--- src/rtl/rtmf_pkg.sv ---
// Shared types and constants for the terminated message receive framer.
// Used by rtmf_ctrl, rtmf_datapath and the top level.
`timescale 1ns / 1ps
`default_nettype none
package rtmf_pkg;
    localparam int BUFFER_BYTES = 128;
    localparam int SLOT_COUNT   = 8;
    localparam int AW = $clog2(BUFFER_BYTES);
    localparam int SW = $clog2(SLOT_COUNT);

    typedef enum logic [1:0] {
        CMD_BYTE  = 2'd0,
        CMD_FETCH = 2'd1,
        CMD_READ  = 2'd2,
        CMD_NONE  = 2'd3
    } t_cmd;

    localparam logic [1:0] MODE_IDLE     = 2'd0;
    localparam logic [1:0] MODE_ACTIVE   = 2'd1;
    localparam logic [1:0] MODE_DROPPING = 2'd2;

    localparam logic [0:0] REG_TERM_VALUE = 1'b0;
    localparam logic [0:0] REG_TERM_RUN   = 1'b1;

    typedef struct packed {
        logic [1:0]  command;
        logic [7:0]  rx_byte;
        logic [31:0] arrival_time;
        logic [6:0]  read_address;
    } t_in_word;

    typedef struct packed {
        logic [6:0]  message_length;
        logic [6:0]  message_start;
        logic [31:0] message_timestamp;
        logic [7:0]  read_data;
        logic        message_done;
        logic [1:0]  receive_status;
    } t_out_word;

    // controller -> datapath
    typedef struct packed {
        logic load;     // capture input word
        logic exec;     // perform the update
        logic finish;   // build result word
    } t_cmd_bus;
endpackage
`default_nettype wire

--- src/rtl/rx_terminated_message_framer.sv ---
// Receive framer top level: APB registers, controller and datapath.
// The sequencer handles one word at a time, stepping through the load, memory read, execute
// and output steps; it takes a new word only when idle and no pending result is stalled.
// Reset (synchronous, active low) empties the descriptor ring and idles the receiver;
// the byte store is not cleared. Terminator value resets to 0xFF, run to 3.
`timescale 1ns / 1ps
`default_nettype none
module rx_terminated_message_framer (
    input  wire                 i_clk,
    input  wire                 i_rst_n,
    input  wire                 i_in_valid,
    output logic                o_in_stall,
    input  rtmf_pkg::t_in_word  i_in_data,
    output logic                o_out_valid,
    input  wire                 i_out_stall,
    output rtmf_pkg::t_out_word o_out_data,
    input  wire                 psel,
    input  wire                 penable,
    input  wire                 pwrite,
    input  wire [2:0]           paddr,
    input  wire [31:0]          pwdata,
    output logic [31:0]         prdata,
    output logic                pready
);
    import rtmf_pkg::*;
    logic [7:0] r_term_value;
    logic [1:0] r_term_run;
    t_cmd_bus   w_cmd;

    assign pready = 1'b1;
    always_ff @(posedge i_clk) begin
        if (!i_rst_n) begin
            r_term_value <= 8'hFF;
            r_term_run   <= 2'd3;
        end else if (psel && penable && pwrite && paddr[1:0] == 2'b00) begin
            unique case (paddr[2])
                REG_TERM_VALUE: r_term_value <= pwdata[7:0];
                REG_TERM_RUN:   r_term_run   <= pwdata[1:0];
                default: ;
            endcase
        end
    end
    always_comb begin
        prdata = '0;
        if (paddr == 3'd0) prdata = {24'd0, r_term_value};
        else if (paddr == 3'd4) prdata = {30'd0, r_term_run};
    end

    rtmf_ctrl u_ctrl (
        .i_clk(i_clk), .i_rst_n(i_rst_n), .i_in_valid(i_in_valid),
        .o_in_stall(o_in_stall), .o_out_valid(o_out_valid),
        .i_out_stall(i_out_stall), .o_cmd(w_cmd)
    );
    rtmf_datapath u_dp (
        .i_clk(i_clk), .i_rst_n(i_rst_n), .i_cmd(w_cmd), .i_word(i_in_data),
        .i_term_value(r_term_value), .i_term_run(r_term_run), .o_word(o_out_data)
    );

`ifndef SYNTHESIS
    a_no_accept_busy: assert property (@(posedge i_clk) disable iff (!i_rst_n)
        w_cmd.load |=> !w_cmd.load) else $error("accept while busy");
    a_status_range: assert property (@(posedge i_clk) disable iff (!i_rst_n)
        o_out_valid |-> o_out_data.receive_status != 2'd3) else $error("bad status");
    a_done_empty: assert property (@(posedge i_clk) disable iff (!i_rst_n)
        o_out_valid && o_out_data.message_done |-> o_out_data.message_length == 7'd0)
        else $error("done with fetch fields");
`endif
endmodule
`default_nettype wire

--- src/rtl/rtmf_ctrl.sv ---
// Sequencer for the framer: load, read memories, execute, present result.
// Depends on rtmf_pkg.
`timescale 1ns / 1ps
`default_nettype none
module rtmf_ctrl (
    input  wire              i_clk,
    input  wire              i_rst_n,
    input  wire              i_in_valid,
    output logic             o_in_stall,
    output logic             o_out_valid,
    input  wire              i_out_stall,
    output rtmf_pkg::t_cmd_bus o_cmd
);
    import rtmf_pkg::*;
    typedef enum logic [1:0] {S_IDLE, S_FETCH, S_EXEC, S_OUT} t_state;
    t_state r_state;
    logic   r_valid;

    assign o_in_stall  = (r_state != S_IDLE) || (r_valid && i_out_stall);
    assign o_out_valid = r_valid;
    assign o_cmd.load   = (r_state == S_IDLE) && i_in_valid && !o_in_stall;
    assign o_cmd.exec   = (r_state == S_EXEC);
    assign o_cmd.finish = (r_state == S_OUT);

    always_ff @(posedge i_clk) begin
        if (!i_rst_n) begin
            r_state <= S_IDLE;
            r_valid <= 1'b0;
        end else begin
            if (r_valid && !i_out_stall) r_valid <= 1'b0;
            unique case (r_state)
                S_IDLE:  if (o_cmd.load) r_state <= S_FETCH;
                S_FETCH: r_state <= S_EXEC;
                S_EXEC:  r_state <= S_OUT;
                S_OUT: begin
                    r_state <= S_IDLE;
                    r_valid <= 1'b1;
                end
                default: r_state <= S_IDLE;
            endcase
        end
    end
endmodule
`default_nettype wire

--- src/rtl/rtmf_datapath.sv ---
// Byte store, descriptor ring and framing registers of the framer.
// Depends on rtmf_pkg; driven by rtmf_ctrl commands.
`timescale 1ns / 1ps
`default_nettype none
module rtmf_datapath (
    input  wire                 i_clk,
    input  wire                 i_rst_n,
    input  rtmf_pkg::t_cmd_bus  i_cmd,
    input  rtmf_pkg::t_in_word  i_word,
    input  wire [7:0]           i_term_value,
    input  wire [1:0]           i_term_run,
    output rtmf_pkg::t_out_word o_word
);
    import rtmf_pkg::*;

    logic [7:0]    r_store [BUFFER_BYTES];
    logic [AW-1:0] r_slot_start [SLOT_COUNT];
    logic [AW-1:0] r_slot_len   [SLOT_COUNT];
    logic [31:0]   r_slot_time  [SLOT_COUNT];
    logic [SW-1:0] r_push, r_pop, r_held;
    logic          r_held_v;
    logic [AW:0]   r_cursor, r_limit;
    logic [AW-1:0] r_begin;
    logic [1:0]    r_run_cnt, r_mode;
    t_in_word      r_in;
    logic [7:0]    r_rd;
    logic          r_done;
    t_out_word     r_out;
    logic [AW-1:0] r_o_len, r_o_start;
    logic [31:0]   r_o_time;

    function automatic logic [SW-1:0] nxt(input logic [SW-1:0] i);
        nxt = (i == SW'(SLOT_COUNT - 1)) ? '0 : i + 1'b1;
    endfunction

    // byte path combinational work
    logic [SW-1:0] w_ns;
    logic          w_have, w_open;
    logic [AW:0]   w_rdp, w_begin, w_limit, w_cur0, w_cur1, w_framed, w_pay;
    logic [1:0]    w_run, w_cnt, w_mode0, w_mode1;
    logic          w_wr, w_match;

    always_comb begin
        w_ns   = nxt(r_push);
        w_have = 1'b0;
        w_rdp  = '0;
        if (r_held_v) begin
            w_rdp = {1'b0, r_slot_start[r_held]}; w_have = 1'b1;
        end else if (r_slot_len[r_pop] != '0) begin
            w_rdp = {1'b0, r_slot_start[r_pop]}; w_have = 1'b1;
        end
        w_begin = '0;
        w_limit = '0;
        w_cur0  = r_cursor;
        if (!w_have) begin
            w_limit = (AW+1)'(BUFFER_BYTES);
        end else if (r_cursor >= w_rdp) begin
            if ((AW+1)'(BUFFER_BYTES) - r_cursor >= w_rdp) begin
                w_begin = r_cursor; w_limit = (AW+1)'(BUFFER_BYTES);
            end else begin
                w_limit = w_rdp;
            end
        end else begin
            w_begin = r_cursor; w_limit = w_rdp;
        end
        w_open = (r_slot_len[w_ns] == '0) && (w_begin != w_limit);
        if (!w_have) w_open = (r_slot_len[w_ns] == '0);

        w_mode0 = r_mode;
        if (r_mode == MODE_IDLE) begin
            w_mode0 = w_open ? MODE_ACTIVE : MODE_DROPPING;
            if (w_open) w_cur0 = w_begin;
            else        w_cur0 = r_cursor;
        end
        w_wr   = 1'b0;
        w_cur1 = w_cur0;
        w_mode1 = w_mode0;
        if (w_mode0 == MODE_ACTIVE) begin
            if (w_cur0 < ((r_mode == MODE_IDLE) ? w_limit : r_limit)
                && w_cur0 < (AW+1)'(BUFFER_BYTES)) begin
                w_wr = 1'b1; w_cur1 = w_cur0 + 1'b1;
            end else begin
                w_mode1 = MODE_DROPPING;
            end
        end
        w_run = (i_term_run == 2'd0) ? 2'd1 : i_term_run;
        w_cnt = r_run_cnt;
        if (r_in.rx_byte == i_term_value) begin
            if (r_run_cnt < w_run) w_cnt = r_run_cnt + 1'b1;
        end else begin
            w_cnt = '0;
        end
        w_match  = (w_cnt == w_run);
        w_framed = w_cur1 - ((r_mode == MODE_IDLE && w_open) ?
                             w_begin : {1'b0, r_begin});
        w_pay    = (w_framed >= {{(AW-1){1'b0}}, w_run}) ?
                   w_framed - {{(AW-1){1'b0}}, w_run} : '0;
    end

    logic [AW-1:0] w_beg_eff;
    logic [AW:0]   w_lim_eff;
    assign w_beg_eff = (r_mode == MODE_IDLE && w_open) ? w_begin[AW-1:0] : r_begin;
    assign w_lim_eff = (r_mode == MODE_IDLE) ? (w_open ? w_limit : r_limit) : r_limit;

    always_ff @(posedge i_clk) begin
        if (i_cmd.load) r_in <= i_word;
        r_rd <= r_store[r_in.read_address];
        if (i_cmd.exec && r_in.command == CMD_BYTE && w_wr)
            r_store[w_cur0[AW-1:0]] <= r_in.rx_byte;
    end

    always_ff @(posedge i_clk) begin
        if (!i_rst_n) begin
            for (int k = 0; k < SLOT_COUNT; k++) begin
                r_slot_start[k] <= '0;
                r_slot_len[k]   <= '0;
                r_slot_time[k]  <= '0;
            end
            r_push <= SW'(SLOT_COUNT - 1);
            r_pop <= '0; r_held <= '0; r_held_v <= 1'b0;
            r_cursor <= '0; r_limit <= '0; r_begin <= '0;
            r_run_cnt <= '0; r_mode <= MODE_IDLE;
            r_done <= 1'b0; r_o_len <= '0; r_o_start <= '0; r_o_time <= '0;
        end else if (i_cmd.exec) begin
            r_done <= 1'b0; r_o_len <= '0; r_o_start <= '0; r_o_time <= '0;
            case (r_in.command)
                CMD_BYTE: begin
                    r_cursor  <= w_cur1;
                    r_mode    <= w_mode1;
                    r_run_cnt <= w_cnt;
                    r_begin   <= w_beg_eff;
                    r_limit   <= w_lim_eff;
                    if (w_match) begin
                        if (w_mode1 == MODE_ACTIVE) begin
                            r_cursor <= {1'b0, w_beg_eff} + w_pay;
                            if (w_pay != '0) begin
                                r_slot_start[w_ns] <= w_beg_eff;
                                r_slot_time[w_ns]  <= r_in.arrival_time;
                                r_slot_len[w_ns]   <= w_pay[AW-1:0];
                                r_push <= w_ns;
                                r_done <= 1'b1;
                            end
                        end else if (w_lim_eff != '0) begin
                            r_cursor <= {1'b0, w_beg_eff};
                        end
                        r_limit <= '0; r_run_cnt <= '0; r_mode <= MODE_IDLE;
                    end
                end
                CMD_FETCH: begin
                    if (r_held_v) begin
                        r_slot_len[r_held] <= '0;
                        r_held_v <= 1'b0;
                    end
                    if (r_slot_len[r_pop] != '0 && !(r_held_v && r_held == r_pop)) begin
                        r_o_len   <= r_slot_len[r_pop];
                        r_o_start <= r_slot_start[r_pop];
                        r_o_time  <= r_slot_time[r_pop];
                        r_held    <= r_pop; r_held_v <= 1'b1;
                        r_pop     <= nxt(r_pop);
                    end
                end
                default: ;
            endcase
        end
    end

    always_ff @(posedge i_clk) begin
        if (i_cmd.finish) begin
            r_out.message_length    <= r_o_len;
            r_out.message_start     <= r_o_start;
            r_out.message_timestamp <= r_o_time;
            r_out.read_data <= (r_in.command == CMD_READ) ? r_rd : 8'd0;
            r_out.message_done      <= r_done;
            r_out.receive_status    <= r_mode;
        end
    end
    assign o_word = r_out;
endmodule
`default_nettype wire

--- config.mk ---
export PLATFORM = sky130hd
export DESIGN_NAME = rx_terminated_message_framer
export DESIGN_NICKNAME = d
export VERILOG_FILES = /design/src/rtl/rtmf_pkg.sv /design/src/rtl/rx_terminated_message_framer.sv /design/src/rtl/rtmf_ctrl.sv /design/src/rtl/rtmf_datapath.sv
export SDC_FILE = /design/constraint.sdc
export NUM_CORES = 2
export LEC_CHECK = 0
export ABC_AREA = 1
export BUFFER_PORTS_ARGS = -buffer_cell sky130_fd_sc_hd__buf_2
export CORE_MARGIN = 4
export CORE_UTILIZATION = 45
export DETAILED_ROUTE_END_ITERATION = 7
export GPL_TIMING_DRIVEN = 0
export PLACE_DENSITY = 0.65
export SLEW_MARGIN = 20
export SYNTH_ARGS = -nofsm -noshare
export SYNTH_HDL_FRONTEND = slang
export SYNTH_SLANG_ARGS = --single-unit
--- constraint.sdc ---
create_clock -name i_clk -period 11 [get_ports i_clk]
set_input_delay 2.2 -clock i_clk [delete_from_list [all_inputs] [get_ports i_clk]]
set_output_delay 2.2 -clock i_clk [all_outputs]
set_load 0.005 [all_outputs]
==> flow_summary.yaml <==
yosys:
  synth_top_family_by_area: "simple AND/OR/NAND/NOR gates"
  synth_warnings: 0
  synth_cell_types: 59
  yosys.area_share.adder: 0.00902
  synthMuxAreaShare: 0
  synthSimpleGateAreaFrac: 0.126
  synth_edf_count: 1498
  synth_ff_type: "edfxtp_1"
  ys_ff_latch: 1609
  async_reset_ff_frac: 0
  post_synth.cell_area_avg_sq_um: 11.4
  syn_inst: 5953
  synth_compound_area_frac: 0.122
  synth-xor-area-share: 0.00388
  syn_area_sq_um: 67700
  synth.yosys.seq_area_share: 0.697
clock_network:
  clock-sinks: 1609
  cts_buffers: 166
  hold_buffers: 0
  clockBufferDepth: 3
  clk_pin_slew_ps: 60
  cts_root_buf: "clkbuf_16"
  cts_htree_levels: 4
  cts_tree: "built"
  insertion_delay_ps: 850
floorplanning:
  initial_core_util: 0.452
  die-area_sq_um: 157000
  die_x_microns: 396
  pin_count: 183
  coreArea_sq_um: 150000
  rows: 142
  die_y_microns: 396
final_layout:
  fill_cells: 13100
  multi_input_area_sq_um: 18100
  fin_area_sq_um: 78100
  final_nets: 6490
  area_growth_pct: 15.4
  fin_util: 0.522
  drive_gt1_frac: 0.107
  register_area_sq_um: 47200
critical_path:
  crit_fanout: 10
  worst-setup-path-type: "flip-flop to flip-flop"
  critical_path.slowest_cell: "o22ai_1"
  cp_num_buf_inv: 15
  crit_arrival_ps: 11020
  slowest_delay_ps: 600
  path_delay_family: "simple AND/OR/NAND/NOR gates"
  required_ps: 11710
  crit_path_start_kind: "flip-flop"
  cp_common_cell: "nand2_1"
  cp-end-kind: "flip-flop"
grt:
  grt_pass1_wl_microns: 374000
  antenna_found_initial: 25
  grt_pass1_vias: 48500
  grt_max_degree: 40
  grt_overflow: 0
  grt_usage: 0.341
drt:
  drc: 0
  drt_pass1_iterations: 8
  routedWlPerCell_microns: 32.0
  vias: 52200
  ant_nets: 0
  routed_wirelength_microns: 273000
  detail_route.iter0.violations: 7780
  viasPerCell: 6.13
power:
  power_density_nw_per_um2: 214
  ir_drop_mv: 0.164
  power_leakage_nw: 27.0
placed_design:
  hpwl_microns: 193000
  gp_congestion: 1.09
  post-place-ws_ps: -393
  portBuffers: 133
  placed_cell_area_sq_um: 72400
sta:
  slew_violations: 0
  tightestPinTransition_ps: 1330
  fmax_ghz: 0.0970
  hold_slack_ps: 429
  finalHoldViolations: 0
  post-route-min-period_ps: 10300
  finalWorstSetupSlack_ps: 695
  slew_headroom: 0.115
  fin_crit_sh: 0.937
  fin_skew_ps: 51.2
  setup_viol: 0
worst_hold_path:
  min_path_type: "flip-flop to flip-flop"
status:
  status: "finished clean"
job:
  timing.max_cap.violations: 0
cells in the final DEF (no fill, tap or decap), types with 15 or more instances in the layout:
| cell | count |
|---|---|
| buf_1 | 25 |
| o21ai_0 | 731 |
| nand2_1 | 600 |
| xor2_1 | 16 |
| ha_1 | 43 |
| nor3_1 | 17 |
| clkbuf_1 | 319 |
| conb_1 | 25 |
| nand3_1 | 115 |
| clkinv_2 | 22 |
| dfxtp_1 | 111 |
| o311ai_0 | 45 |
| nor2_2 | 54 |
| buf_2 | 144 |
| o22ai_1 | 263 |
| buf_8 | 54 |
| buf_6 | 21 |
| nor2_1 | 1283 |
| clkbuf_2 | 38 |
| o211ai_1 | 19 |
| clkinv_1 | 29 |
| nand3_2 | 15 |
| clkbuf_16 | 168 |
| edfxtp_1 | 1498 |
| o31ai_1 | 37 |
| o221ai_1 | 48 |
| a21oi_1 | 248 |
| inv_1 | 242 |
| buf_4 | 53 |
final timing paths:
kind	depth (start not counted)	slack, ps	to	startpoint
worst max-delay path	64	700	u_dp.r_cursor[5]	flip-flop
worst min register to register	0	430	u_dp.o_word[54]	u_dp.r_o_len[4]
worst min-delay path	0	430	u_dp.o_word[54]	u_dp.r_o_len[4]
worst max register to register	64	700	u_dp.r_cursor[5]	flip-flop
cell type report:
type                            instances  area share
Inverter                              259      0.0125
Timing Repair Buffer                  210      0.0249
Buffer                                405      0.0243
Sequential cell                      1609       0.604
Clock buffer                          236      0.0586
Antenna cell                           13    0.000416
Multi-Input combinational cell       3701       0.231
Tap cell                             2016      0.0323
Clock inverter                         74      0.0116
report_power, final:
group	leakage, nW	internal (mW)	total [mW]	switching, mW
clock	2.65	3.22	5.73	2.51
combinational	9.59	0.865	3.86	3.00
sequential	14.8	7.02	7.11	0.0920
total	27.0	11.1	16.7	5.60
registers in the layout, summed over array words and instances (netlist names), 2 cells and up, named ones only:
register,count
u_dp.o_word,57
u_dp.r_limit,8
u_dp.r_run_cnt,2
u_dp.r_store,1024
u_dp.r_in,49
u_dp.r_o_len,7
u_dp.r_push,3
u_ctrl.r_state,2
u_dp.r_pop,3
u_dp.r_mode,2
u_dp.r_o_time,32
u_dp.r_held,3
r_term_value,8
u_dp.r_o_start,7
r_term_run,2
u_dp.r_begin,7
u_dp.r_rd,8
u_dp.r_cursor,8
u_dp.r_slot_len,56
u_dp.r_slot_start,56
u_dp.r_slot_time,256
worst register-to-register path: cells and delay by family, from the launching register on:
family	cells	cell delay, ps
fa+ha+maj	6	2020
xor+xnor	1	150
buf+inv	15	2130
simple gates	33	3480
compound gates	9	2130
flops	1	290
per-stage QoR:
step	total power, mW	TNS [ps]	instances
CTS	16.6	0	8508
floorplan	9.02	0	5976
detailed placement	10.9	-39350	8199
finish	16.7	0	8523
global route	17.1	-17.7	8510
global placement	10.8	-386490	8125
repair_timing:
item | in CTS | in global routing
gates resized for setup | 8 | 27
endpoints found under the setup margin | 300 | 743
setup buffers | 0 | 3
pin swaps | 0 | 1
layer usage:
layer  vias up  global-route usage  routed length, microns
li1      22000                   -                       -
met3       767              0.0833                   31600
met5         -                   0                      39
met4         6               0.195                   19000
met1     25800               0.444                  100000
met2      3677               0.525                  122000
cells by family after synthesis:
| logic type | Yosys count |
|---|---|
| and+or+nand+nor | 2144 |
| adders and majority gates | 47 |
| buffers and inverters | 666 |
| DFF | 1609 |
| xor gates and xnor gates | 30 |
| AOI/OAI and AO/OA | 1455 |
| other | 2 |
Yosys cell counts (9+ instances only):
master,instances,area share
a32oi_1,9,0.0012
xor2_1,17,0.0022
a31oi_1,11,0.0010
o221ai_1,48,0.0062
o31ai_1,38,0.0042
nand3_2,15,0.0022
o22ai_1,264,0.024
edfxtp_1,1498,0.66
xnor2_1,13,0.0017
nand2_2,13,0.0012
nor3_1,18,0.0013
a21oi_1,248,0.018
o311ai_0,45,0.0058
clkinv_1,9,0.00050
nand2_1,608,0.034
nor2_1,1336,0.074
o21ai_1,10,0.00074
nand3_1,115,0.0085
o211ai_1,19,0.0021
clkbuf_1,304,0.017
buf_6,17,0.0028
ha_1,44,0.0081
inv_1,242,0.013
dfxtp_1,111,0.033
buf_4,50,0.0055
o21ai_0,732,0.054
buf_1,28,0.0016
(Power assumes the default switching activity.)
